File: src/srec_pkg.sv
// ----------------------------------------------------------------------------
// srec_pkg
// Shared types, constants and helper functions for the S-record encoder.
// ----------------------------------------------------------------------------
package srec_pkg;

    // Longest record fragment that one request can produce:
    // 'S', type digit, length (2), four address bytes (8), checksum (2).
    localparam int FRAME_LEN = 14;
    localparam int CNT_W     = $clog2(FRAME_LEN + 1);
    localparam int CHAR_W    = 7;

    localparam logic [3:0]        TYPE_MAX = 4'd9;
    localparam logic [CHAR_W-1:0] ASCII_S  = 7'h53;
    localparam logic [CHAR_W-1:0] ASCII_0  = 7'h30;
    localparam logic [CHAR_W-1:0] ASCII_NUL = 7'h00;

    typedef enum logic
    {
        KIND_HEADER = 1'b0,
        KIND_DATA   = 1'b1
    } kind_t;

    typedef struct packed
    {
        logic        kind;
        logic [3:0]  rec_type;
        logic [31:0] rec_addr;
        logic [7:0]  byte_count;
        logic [7:0]  data_byte;
    } item_t;

    // Characters of one fragment; chars[0] goes out first.
    typedef struct packed
    {
        logic [FRAME_LEN-1:0][CHAR_W-1:0] chars;
        logic [CNT_W-1:0]                 len;
        logic                             closes;
        logic                             err;
    } frame_t;

    function automatic logic [CHAR_W-1:0] hex_char(input logic [3:0] nib);
        logic [CHAR_W-1:0] c;
        unique case (nib)
            4'h0: c = 7'h30;
            4'h1: c = 7'h31;
            4'h2: c = 7'h32;
            4'h3: c = 7'h33;
            4'h4: c = 7'h34;
            4'h5: c = 7'h35;
            4'h6: c = 7'h36;
            4'h7: c = 7'h37;
            4'h8: c = 7'h38;
            4'h9: c = 7'h39;
            4'hA: c = 7'h41;
            4'hB: c = 7'h42;
            4'hC: c = 7'h43;
            4'hD: c = 7'h44;
            4'hE: c = 7'h45;
            4'hF: c = 7'h46;
        endcase
        return c;
    endfunction

    // Number of address bytes carried by each record type.
    function automatic logic [2:0] addr_len(input logic [3:0] rec_type);
        logic [2:0] n;
        unique case (rec_type)
            4'd0, 4'd1, 4'd5, 4'd9: n = 3'd2;
            4'd2, 4'd8:             n = 3'd3;
            4'd3, 4'd7:             n = 3'd4;
            default:                n = 3'd0;
        endcase
        return n;
    endfunction

endpackage

File: src/srec_in_if.sv
// ----------------------------------------------------------------------------
// srec_in_if
// Request channel carrying header and data items into the encoder.
// ----------------------------------------------------------------------------
interface srec_in_if;
    logic        valid;
    logic        ready;
    logic        kind;
    logic [3:0]  rec_type;
    logic [31:0] rec_addr;
    logic [7:0]  byte_count;
    logic [7:0]  data_byte;

    modport source
    (
        output valid, kind, rec_type, rec_addr, byte_count, data_byte,
        input  ready
    );

    modport sink
    (
        input  valid, kind, rec_type, rec_addr, byte_count, data_byte,
        output ready
    );
endinterface

File: src/srec_out_if.sv
// ----------------------------------------------------------------------------
// srec_out_if
// Character channel carrying the S-record text out of the encoder.
// ----------------------------------------------------------------------------
interface srec_out_if;
    logic       valid;
    logic       ready;
    logic [6:0] ch;
    logic       last;
    logic       error;

    modport source
    (
        output valid, ch, last, error,
        input  ready
    );

    modport sink
    (
        input  valid, ch, last, error,
        output ready
    );
endinterface

File: src/srec_framer.sv
// ----------------------------------------------------------------------------
// srec_framer
// Record state and the per-request character fragment builder.
// ----------------------------------------------------------------------------
module srec_framer
(
    input  logic            clk,
    input  logic            rst_n,
    input  srec_pkg::item_t item,
    input  logic            load,
    output srec_pkg::frame_t frame
);

    logic [7:0] sum_acc_reg, sum_acc_next;
    logic [7:0] bytes_left_reg, bytes_left_next;
    logic       record_open_reg, record_open_next;

    logic [2:0]  alen;
    logic [7:0]  len_byte;
    logic [31:0] aligned;
    logic [3:0][7:0] abyte;
    logic [7:0]  hdr_sum;
    logic [7:0]  hdr_chk;
    logic [7:0]  data_sum;
    logic [7:0]  data_chk;
    logic [7:0]  left_dec;

    assign alen     = srec_pkg::addr_len(item.rec_type);
    assign len_byte = {5'b0, alen} + item.byte_count + 8'd1;

    // Left-justify the emitted address bytes so slot 3 is always sent first.
    always_comb
    begin
        unique case (alen)
            3'd2:    aligned = {item.rec_addr[15:0], 16'h0};
            3'd3:    aligned = {item.rec_addr[23:0], 8'h0};
            3'd4:    aligned = item.rec_addr;
            default: aligned = '0;
        endcase
    end

    assign abyte    = aligned;
    assign hdr_sum  = len_byte + abyte[3] + abyte[2] + abyte[1] + abyte[0];
    assign hdr_chk  = ~hdr_sum;
    assign data_sum = sum_acc_reg + item.data_byte;
    assign data_chk = ~data_sum;
    assign left_dec = bytes_left_reg - 8'd1;

    always_comb
    begin
        frame            = '0;
        sum_acc_next     = sum_acc_reg;
        bytes_left_next  = bytes_left_reg;
        record_open_next = record_open_reg;

        if (item.kind == srec_pkg::KIND_HEADER)
        begin
            sum_acc_next     = 8'd0;
            bytes_left_next  = 8'd0;
            record_open_next = 1'b0;
            if (item.rec_type > srec_pkg::TYPE_MAX)
            begin
                frame.chars[0] = srec_pkg::ASCII_NUL;
                frame.len      = srec_pkg::CNT_W'(1);
                frame.closes   = 1'b1;
                frame.err      = 1'b1;
            end
            else
            begin
                frame.chars[0] = srec_pkg::ASCII_S;
                frame.chars[1] = srec_pkg::ASCII_0 + {3'b0, item.rec_type};
                frame.chars[2] = srec_pkg::hex_char(len_byte[7:4]);
                frame.chars[3] = srec_pkg::hex_char(len_byte[3:0]);
                for (int k = 0; k < 4; k++)
                begin
                    if (3'(k) < alen)
                    begin
                        frame.chars[4 + 2 * k] = srec_pkg::hex_char(abyte[3 - k][7:4]);
                        frame.chars[5 + 2 * k] = srec_pkg::hex_char(abyte[3 - k][3:0]);
                    end
                end
                if (item.byte_count == 8'd0)
                begin
                    // Empty record: the checksum follows the last address byte.
                    for (int k = 0; k < 5; k++)
                    begin
                        if (3'(k) == alen)
                        begin
                            frame.chars[4 + 2 * k] = srec_pkg::hex_char(hdr_chk[7:4]);
                            frame.chars[5 + 2 * k] = srec_pkg::hex_char(hdr_chk[3:0]);
                        end
                    end
                    frame.len    = srec_pkg::CNT_W'(6) + srec_pkg::CNT_W'({alen, 1'b0});
                    frame.closes = 1'b1;
                end
                else
                begin
                    frame.len        = srec_pkg::CNT_W'(4) + srec_pkg::CNT_W'({alen, 1'b0});
                    sum_acc_next     = hdr_sum;
                    bytes_left_next  = item.byte_count;
                    record_open_next = 1'b1;
                end
            end
        end
        else if (!record_open_reg)
        begin
            frame.chars[0] = srec_pkg::ASCII_NUL;
            frame.len      = srec_pkg::CNT_W'(1);
            frame.closes   = 1'b1;
            frame.err      = 1'b1;
        end
        else
        begin
            frame.chars[0] = srec_pkg::hex_char(item.data_byte[7:4]);
            frame.chars[1] = srec_pkg::hex_char(item.data_byte[3:0]);
            if (left_dec == 8'd0)
            begin
                frame.chars[2]   = srec_pkg::hex_char(data_chk[7:4]);
                frame.chars[3]   = srec_pkg::hex_char(data_chk[3:0]);
                frame.len        = srec_pkg::CNT_W'(4);
                frame.closes     = 1'b1;
                sum_acc_next     = 8'd0;
                bytes_left_next  = 8'd0;
                record_open_next = 1'b0;
            end
            else
            begin
                frame.len       = srec_pkg::CNT_W'(2);
                sum_acc_next    = data_sum;
                bytes_left_next = left_dec;
            end
        end
    end

    always_ff @(posedge clk or negedge rst_n)
    begin
        if (!rst_n)
        begin
            sum_acc_reg     <= 8'd0;
            bytes_left_reg  <= 8'd0;
            record_open_reg <= 1'b0;
        end
        else if (load)
        begin
            sum_acc_reg     <= sum_acc_next;
            bytes_left_reg  <= bytes_left_next;
            record_open_reg <= record_open_next;
        end
    end

    // An open record always has at least one data byte still to come.
    assert property (@(posedge clk) disable iff (!rst_n)
        record_open_reg |-> (bytes_left_reg != 8'd0))
        else $error("open record with no bytes left");

    // A closed record leaves a clean running sum behind.
    assert property (@(posedge clk) disable iff (!rst_n)
        !record_open_reg |-> (sum_acc_reg == 8'd0 && bytes_left_reg == 8'd0))
        else $error("stale state with no record open");

    // Every fragment that closes a record or reports an error leaves no record open.
    assert property (@(posedge clk) disable iff (!rst_n)
        (load && frame.closes) |=> !record_open_reg)
        else $error("record still open after closing fragment");

endmodule

File: src/srec_serializer.sv
// ----------------------------------------------------------------------------
// srec_serializer
// Fragment buffer and output register that send one character per cycle while the receiver is ready.
// ----------------------------------------------------------------------------
module srec_serializer
(
    input  logic             clk,
    input  logic             rst_n,
    input  srec_pkg::frame_t frame,
    input  logic             load,
    output logic             load_ready,
    srec_out_if.source       chars
);

    logic [srec_pkg::FRAME_LEN-1:0][srec_pkg::CHAR_W-1:0] buf_reg, buf_next;
    logic [srec_pkg::CNT_W-1:0] cnt_reg, cnt_next;
    logic                       closes_reg, closes_next;
    logic                       err_reg, err_next;

    logic                       out_valid_reg, out_valid_next;
    logic [srec_pkg::CHAR_W-1:0] ch_reg, ch_next;
    logic                       last_reg, last_next;
    logic                       error_reg, error_next;

    logic mv;

    // A character moves to the output register whenever that register is free.
    assign mv         = (cnt_reg != '0) && (!out_valid_reg || chars.ready);
    assign load_ready = (cnt_reg == '0) ||
                        (cnt_reg == srec_pkg::CNT_W'(1) && mv);

    always_comb
    begin
        buf_next    = buf_reg;
        cnt_next    = cnt_reg;
        closes_next = closes_reg;
        err_next    = err_reg;
        if (load)
        begin
            buf_next    = frame.chars;
            cnt_next    = frame.len;
            closes_next = frame.closes;
            err_next    = frame.err;
        end
        else if (mv)
        begin
            buf_next = {{srec_pkg::CHAR_W{1'b0}}, buf_reg[srec_pkg::FRAME_LEN-1:1]};
            cnt_next = cnt_reg - srec_pkg::CNT_W'(1);
        end
    end

    always_comb
    begin
        out_valid_next = out_valid_reg;
        ch_next        = ch_reg;
        last_next      = last_reg;
        error_next     = error_reg;
        if (mv)
        begin
            out_valid_next = 1'b1;
            ch_next        = buf_reg[0];
            last_next      = closes_reg && (cnt_reg == srec_pkg::CNT_W'(1));
            error_next     = err_reg;
        end
        else if (chars.ready)
        begin
            out_valid_next = 1'b0;
        end
    end

    always_ff @(posedge clk or negedge rst_n)
    begin
        if (!rst_n)
        begin
            cnt_reg       <= '0;
            out_valid_reg <= 1'b0;
        end
        else
        begin
            cnt_reg       <= cnt_next;
            out_valid_reg <= out_valid_next;
        end
    end

    always_ff @(posedge clk)
    begin
        buf_reg    <= buf_next;
        closes_reg <= closes_next;
        err_reg    <= err_next;
        ch_reg     <= ch_next;
        last_reg   <= last_next;
        error_reg  <= error_next;
    end

    assign chars.valid = out_valid_reg;
    assign chars.ch    = ch_reg;
    assign chars.last  = last_reg;
    assign chars.error = error_reg;

    // A new fragment only lands on an empty buffer or on one draining its final character.
    assert property (@(posedge clk) disable iff (!rst_n)
        load |-> (cnt_reg == '0 || (cnt_reg == srec_pkg::CNT_W'(1) && mv)))
        else $error("fragment loaded over pending characters");

    // The buffer never holds more than one full fragment.
    assert property (@(posedge clk) disable iff (!rst_n)
        cnt_reg <= srec_pkg::CNT_W'(srec_pkg::FRAME_LEN))
        else $error("character count overflow");

    // Draining without a new load takes exactly one character off.
    assert property (@(posedge clk) disable iff (!rst_n)
        (mv && !load) |=> (cnt_reg == $past(cnt_reg) - srec_pkg::CNT_W'(1)))
        else $error("character count out of step");

    // An error result is always a single, final character.
    assert property (@(posedge clk) disable iff (!rst_n)
        (out_valid_reg && error_reg) |-> last_reg)
        else $error("error result without last");

endmodule

File: src/srecord_encoder_unit.sv
// ----------------------------------------------------------------------------
// srecord_encoder_unit
// S-record text encoder, one ASCII character per output request.
// ----------------------------------------------------------------------------
// The item channel takes header requests (kind 0) and data-byte requests
// (kind 1). A header emits 'S', the type digit, the length byte and 0, 2, 3
// or 4 address bytes as uppercase hex; each data byte emits two hex digits.
// The checksum follows the last data byte, or the header when the count is
// zero, and its final character has last set. A bad type, or data with no
// record open, gives one character 0 with last and error set.
// The first character of an accepted request goes into the fragment buffer and
// from there into the output register. Throughput is one character per cycle
// while the receiver keeps ready high, set by the single output register: a data
// byte gives 2 characters (4 when it closes the record) and a header gives 1 to 14
// characters. The next request is taken in the cycle the previous one's last
// character moves to the output register.
// Reset clears the running sum, the remaining count, the open-record flag and
// all pending characters. When the receiver stalls, the output register holds
// its character and the buffer stops; item ready stays low while the buffer
// holds more than the one character that is moving out.
// ----------------------------------------------------------------------------
module srecord_encoder_unit
(
    input  logic      clk,
    input  logic      rst_n,
    srec_in_if.sink   item,
    srec_out_if.source chars
);

    srec_pkg::item_t  item_pl;
    srec_pkg::frame_t frame;
    logic             load;
    logic             load_ready;

    assign item_pl.kind       = item.kind;
    assign item_pl.rec_type   = item.rec_type;
    assign item_pl.rec_addr   = item.rec_addr;
    assign item_pl.byte_count = item.byte_count;
    assign item_pl.data_byte  = item.data_byte;

    assign item.ready = load_ready;
    assign load       = item.valid && load_ready;

    srec_framer u_framer
    (
        .clk   (clk),
        .rst_n (rst_n),
        .item  (item_pl),
        .load  (load),
        .frame (frame)
    );

    srec_serializer u_serializer
    (
        .clk        (clk),
        .rst_n      (rst_n),
        .frame      (frame),
        .load       (load),
        .load_ready (load_ready),
        .chars      (chars)
    );

endmodule

File: src/flat_wrapper.sv
// flat-port wrapper written by rule: the top's interface ports become plain ports
module srecord_encoder_unit_flat 
  (clk, rst_n, item_valid, item_kind, item_rec_type, item_rec_addr, item_byte_count, item_data_byte, item_ready, chars_valid, chars_ch, chars_last, chars_error, chars_ready);
  srec_in_if item_i ();
  srec_out_if chars_i ();
  input  logic clk;
  input  logic rst_n;
  input wire logic [$bits(item_i.valid)-1:0] item_valid;
  input wire logic [$bits(item_i.kind)-1:0] item_kind;
  input wire logic [$bits(item_i.rec_type)-1:0] item_rec_type;
  input wire logic [$bits(item_i.rec_addr)-1:0] item_rec_addr;
  input wire logic [$bits(item_i.byte_count)-1:0] item_byte_count;
  input wire logic [$bits(item_i.data_byte)-1:0] item_data_byte;
  output wire logic [$bits(item_i.ready)-1:0] item_ready;
  output wire logic [$bits(chars_i.valid)-1:0] chars_valid;
  output wire logic [$bits(chars_i.ch)-1:0] chars_ch;
  output wire logic [$bits(chars_i.last)-1:0] chars_last;
  output wire logic [$bits(chars_i.error)-1:0] chars_error;
  input wire logic [$bits(chars_i.ready)-1:0] chars_ready;
  assign item_i.valid = item_valid;
  assign item_i.kind = item_kind;
  assign item_i.rec_type = item_rec_type;
  assign item_i.rec_addr = item_rec_addr;
  assign item_i.byte_count = item_byte_count;
  assign item_i.data_byte = item_data_byte;
  assign item_ready = item_i.ready;
  assign chars_valid = chars_i.valid;
  assign chars_ch = chars_i.ch;
  assign chars_last = chars_i.last;
  assign chars_error = chars_i.error;
  assign chars_i.ready = chars_ready;
  srecord_encoder_unit u_core (.clk(clk), .rst_n(rst_n), .item(item_i), .chars(chars_i));
endmodule
File: config.mk
export PLATFORM = sky130hd
export DESIGN_NAME = srecord_encoder_unit_flat
export DESIGN_NICKNAME = d
export VERILOG_FILES = /design/src/srec_pkg.sv /design/src/srec_in_if.sv /design/src/srec_out_if.sv /design/src/srec_framer.sv /design/src/srec_serializer.sv /design/src/srecord_encoder_unit.sv /design/src/flat_wrapper.sv
export SDC_FILE = /design/constraint.sdc
export NUM_CORES = 1
export LEC_CHECK = 0
export ABC_AREA = 0
export BUFFER_PORTS_ARGS = -buffer_cell sky130_fd_sc_hd__buf_2
export CORE_MARGIN = 3
export CORE_UTILIZATION = 48
export DETAILED_ROUTE_END_ITERATION = 8
export GPL_ROUTABILITY_DRIVEN = 0
export PLACE_DENSITY_LB_ADDON = 0.25
export SYNTH_ARGS = -nofsm -noshare
export SYNTH_HDL_FRONTEND = slang
export SYNTH_SLANG_ARGS = --single-unit
File: constraint.sdc
create_clock -name clk -period 12.4 [get_ports clk]
set_clock_uncertainty 0.2 [all_clocks]
set_input_delay 0.62 -clock clk [delete_from_list [all_inputs] [get_ports clk]]
set_output_delay 0.62 -clock clk [all_outputs]
set_load 0.05 [all_outputs]
; Word-level counts from Yosys, hierarchy flattened
; Memories as Yosys holds them, arrays and structs flattened.
; Cells that the tools add are included.
[word_totals]
regBits = 131
rom_bits = 2736
inputBits = 57
elab_cells = 137
n_memories = 25
[classes]
add_sub_neg = 12
magnitude_cmp = 5
eq_ne = 9
n_mux = 45
bitwise = 2
reduce_logical = 15
[memory_table]
columns = memory, depth, width, rd, rd_ports_with_merged_regs, write_ports, line_no
row1 = (no name shown), 16, 7, 1, 0, 0, srec_pkg.sv:44  ; unique case (nib)
row2 = (no name shown), 16, 7, 1, 0, 0, srec_pkg.sv:44
row3 = (no name shown), 16, 7, 1, 0, 0, srec_pkg.sv:44
row4 = (no name shown), 16, 7, 1, 0, 0, srec_pkg.sv:44
row5 = (no name shown), 16, 7, 1, 0, 0, srec_pkg.sv:44
row6 = (no name shown), 16, 7, 1, 0, 0, srec_pkg.sv:44
row7 = +19 memories, --, --, --, --, --, --
[ops]
columns = operator, n
row1 = $mux W98, 2
row2 = $mux W14, 10
row3 = $mux W70, 2
row4 = $pmux W32 S3, 1
row5 = $mux W91, 1
row6 = $mux W8, 10
row7 = $add A8 B8 Y8, 5
row8 = $mux W34, 1
row9 = $mux W12, 2
row10 = $mux W21, 1
row11 = $logic_not A8 Y1, 2
row12 = $not A8 Y8, 2
row13 = $mux W4, 3
row14 = $mux W1, 11
row15 = $add A3 B4 Y4 const A, 2
row16 = $add A3 B8 Y8, 1
row17 = $add A8 B1 Y8 const B, 1
row18 = $sub A8 B1 Y8 const B, 1
row19 = $add A6 B4 Y7 const A, 1
row20 = $eq A2 B3 Y1 const A, 2
row21 = $eq A3 B2 Y1 const B, 2
row22 = $lt A1 B3 Y1 const A, 2
row23 = $lt A2 B3 Y1 const A, 2
row24 = $eq A4 B1 Y1 const B, 1
row25 = other kinds (15), 20

; Logic depth before layout (Yosys ltp)
; An unclocked memory read counts as a cell.
[logic_depth]
depth_word = 14
depth_mapped = 25
ltp_nobuf = 22

; Hierarchy
; From an unflattened synthesis, not the netlist that was laid out.
[unflattened]
cells_unflattened = 1027
hier_area_um2 = 10239.8
[modules_own_cells]
columns = mod, n_inst, cells_each, area_each_um2
row1 = srec_framer, 1, 768, 5509.0
row2 = srec_serializer, 1, 258, 4724.5
row3 = srecord_encoder_unit, 1, 1, 6.3

; Worst setup path before layout
; No wires, ideal clock.
[synth_timing]
path_type = input -> register
from = input port item_rec_type[3]
to = register u_core.u_serializer.buf_reg[43] (netlist name), data pin
setup_time_ns = 0.165
arrival_time_ns = 6.661
required_ns = 12.035
setup_slack_ns = 5.374
cell_stages = 23
cell_sequence = buf_6 > and3b_1 > buf_2 > buf_1 > clkbuf_1 > buf_1 > ha_1 > a21oi_1 > o21ai_1 > xor2_1 > fa_1 > inv_1 > fa_1 > fa_1 > inv_1 > ha_1 > a21oi_1 > xnor2_1 > or3b_2 > mux2i_1 > mux2i_2 > a22oi_1 > o31ai_2
[synth_lines]
columns = item, line_no
row1 = start: declaration, flat_wrapper.sv:10  ; input wire logic [$bits(item_i.rec_type)-1:0] item_rec_type;
row2 = end signal: assignment, srec_serializer.sv:87  ; buf_reg <= buf_next;
row3 = end: declaration, srec_serializer.sv:15  ; logic [srec_pkg::FRAME_LEN-1:0][srec_pkg::CHAR_W-1:0] buf_reg, buf_next;

==> results_dict.tcl <==
set metrics [dict create \
    worst_ir_drop_vdd_mv 0.190 \
    crit_type "in2reg" \
    syn_avg_cell_area_um2 9.10 \
    drt_pass1_iterations 7 \
    cts_resized 0 \
    grt_pass1_wl_um 41500 \
    cts_buffer_depth 2 \
    synthArstFlopShare_pct 18.6 \
    areaGrowthSynthToFinish_pct 13.2 \
    synth_ff_type "edfxtp_1" \
    die_w_um 142 \
    io_buffers 67 \
    start_util_pct 49.1 \
    cts_root_buf "clkbuf_16" \
    vias 7878 \
    path_cells "buf_2, mux2_2, o21ai_1, inv_1, fa_1, nor2b_1, o21ai_0, xnor2_1, fa_1, fa_1, inv_1, fa_1, inv_1, ha_1, xnor2_1, or3b_2, mux2i_1, mux2i_2, a22oi_1, o31ai_2" \
    cpMostUsedCell "fa_1" \
    crit_slowest_cell "xnor2_1" \
    drtAntennaViolNets 0 \
    power.leakage_nw 4.25 \
    relSlewSlack_pct 24.3 \
    cts.sinks 118 \
    grt_usage_pct 26.8 \
    final.setup.tns_ps 0 \
    tightest_slew_ps 1130 \
    power.total_w 0.00253 \
    viasPerCell 6.21 \
    drive_gt1_share_pct 12.8 \
    grt_setup_unrepaired "no" \
    slowest_delay_ps 610 \
    rows 49 \
    grt_pass1_vias 7316 \
    max_cap_viol_count 0 \
    die_h_um 142 \
    fp.dieArea_um2 20200 \
    num_antenna_cells 0 \
    crit_required_ps 12460 \
    synth-edff-count 96 \
    synth_nets 1108 \
    worst_setup_path_start_kind "input pin" \
    synth_top_area_share_pct 32.5 \
    totalWireLength_um 26700 \
    route.detailed.wl_per_inst_um 21.0 \
    clock.fmax_mhz 142 \
    drtIter0Drc 1131 \
    setup_viol 0 \
    dpl_cell_area_um2 9430 \
    synth.distinct_cells 66 \
    fill_cells 1608 \
    grt_max_degree 86 \
    syn_inst 975 \
    clkLatencyLatePin_ps 420 \
    holdCritPathClass "in2async" \
    ys_ff_latch 118 \
    cts_hold_buf 0 \
    io_pins 68 \
    nets 1160 \
    finalCritPeriodShare_pct 56.8 \
    drc 0 \
    finalCriticalPeriod_ps 7040 \
    largest_reg_flops 85 \
    cts_tree "built" \
    core_area_um2 18100 \
    netlist_top_cells_count "134 x nand2_1, 96 x edfxtp_1, 82 x inv_1, 82 x o21ai_0, 73 x nor2_1" \
    yosys_warnings 0 \
    cts_made_buffers 17 \
    grt_overflow 0 \
    dp_hpwl_um 19400 \
    finalHoldViolations 0 \
    arrival_ps 7100 \
    slew_viol_final 0 \
    seq_area_frac_synth_pct 38.7 \
    yosysTopAreaCell "edfxtp_1" \
    clk_pin_slew_ps 50 \
    antenna_found_initial 0 \
    synth.most_common_cell "nand2_1" \
    critPathMaxFanout 10 \
    htreeDepth 4 \
    final_cell_area_um2 10100 \
    synth_area_leaders "edfxtp_1 32%, ha_1 7.6%, dfrtp_1 6.2%" \
    post_cts_buffers 0 \
    status "finished, final reports clean" \
    crit_path_end_kind "flop" \
    p_per_area_nw_per_um2 251 \
    syn_area_um2 8880 \
]
## worst max-delay path: cells and delay by family
family,cells,cell delay (ps)
fa+ha+maj,5,2220
compound gates,4,1100
xor+xnor,2,1030
mux,3,1010
simple gates,2,640
buf+inv,4,450
## cell families (layout without fill, tap and decap cells)
family,after synthesis,in the layout,synth area share [%]
adder cells (fa/ha/maj),76,76,12.6
AO/OA/AOI/OAI,294,294,21.7
XOR/XNOR,32,32,3.54
flip-flops,118,118,38.7
multiplexers,19,19,2.26
buffers and inverters,134,199,5.95
AND/OR/NAND/NOR,302,302,15.3
## where the power goes
part / total, W / switching (W) / internal (W)
logic: 0.00121 / 0.000808 / 0.000404
registers: 0.000790 / 0.0000778 / 0.000712
clock network: 0.000524 / 0.000184 / 0.000340
total: 0.00253 / 0.00107 / 0.00146
## metrics by stage
stage,setup slack [ps],hold WS [ps],utilization [%],instances
2_1_floorplan,5370,124,-,975
3_3_place_gp,5250,206,52.1,1237
3_5_place_dp,5010,207,52.1,1237
4_1_cts,5450,4.65,55.6,1269
5_1_grt,5020,31.5,55.6,1269
6_report,5360,5.87,55.6,1269
## cell type report
cell class / count / area (µm²) / area share, %
multi-input cells: 723 / 4930 / 49.0
flip-flops and latches: 118 / 3430 / 34.2
inverters: 82 / 308 / 3.06
clock buffers: 19 / 443 / 4.41
well taps: 229 / 287 / 2.85
repair buffers: 85 / 470 / 4.68
clock inverters: 13 / 180 / 1.79
## path summary, 6_finish.rpt
| path | startpoint | end | slack (ps) | cells after the start |
|---|---|---|---|---|
| worst max-delay path | item_rec_type[0] | u_core.u_serializer.buf_reg[43] | 5360 | 20 |
| worst min-delay path | rst_n | u_core.u_serializer.cnt_reg[1] | 6 | 1 |
| worst max register to register | u_core.u_serializer.cnt_reg[0] | u_core.u_serializer.buf_reg[93] | 8820 | 11 |
| worst min register to register | u_core.u_serializer.buf_reg[5] | u_core.u_serializer.chars.ch[5] | 220 | 0 |
| max in group asynchronous | rst_n | u_core.u_framer.sum_acc_reg[5] | 11610 | 1 |
| min in group clk | u_core.u_serializer.buf_reg[5] | u_core.u_serializer.chars.ch[5] | 220 | 0 |
## cells in the final DEF, fill, tap and decap left out, types with 11 or more instances in the layout
cell,n
inv_1,82
buf_2,67
nor2_1,73
and3_1,11
a22oi_1,25
a221oi_1,14
a22o_1,11
nand2_1,132
clkbuf_16,17
nor3_1,15
ha_1,54
a31oi_1,18
and2_1,11
nand3_1,16
mux2i_1,13
a21oi_1,61
o21ai_0,81
dfrtp_1,22
edfxtp_1,96
fa_1,22
a221o_1,11
buf_4,18
xnor2_1,20
## per-layer routing
| layer | vias to the layer above | wire [µm] | track usage [%] |
|---|---|---|---|
| met3 | 49 | 2770 | 5.95 |
| li1 | 3654 | - | - |
| met4 | 0 | 620 | 8.28 |
| met1 | 3723 | 11600 | 39.6 |
| met5 | - | 0 | 0 |
| met2 | 452 | 11600 | 39.4 |
Note: power is estimated with default switching activity, not from simulation.
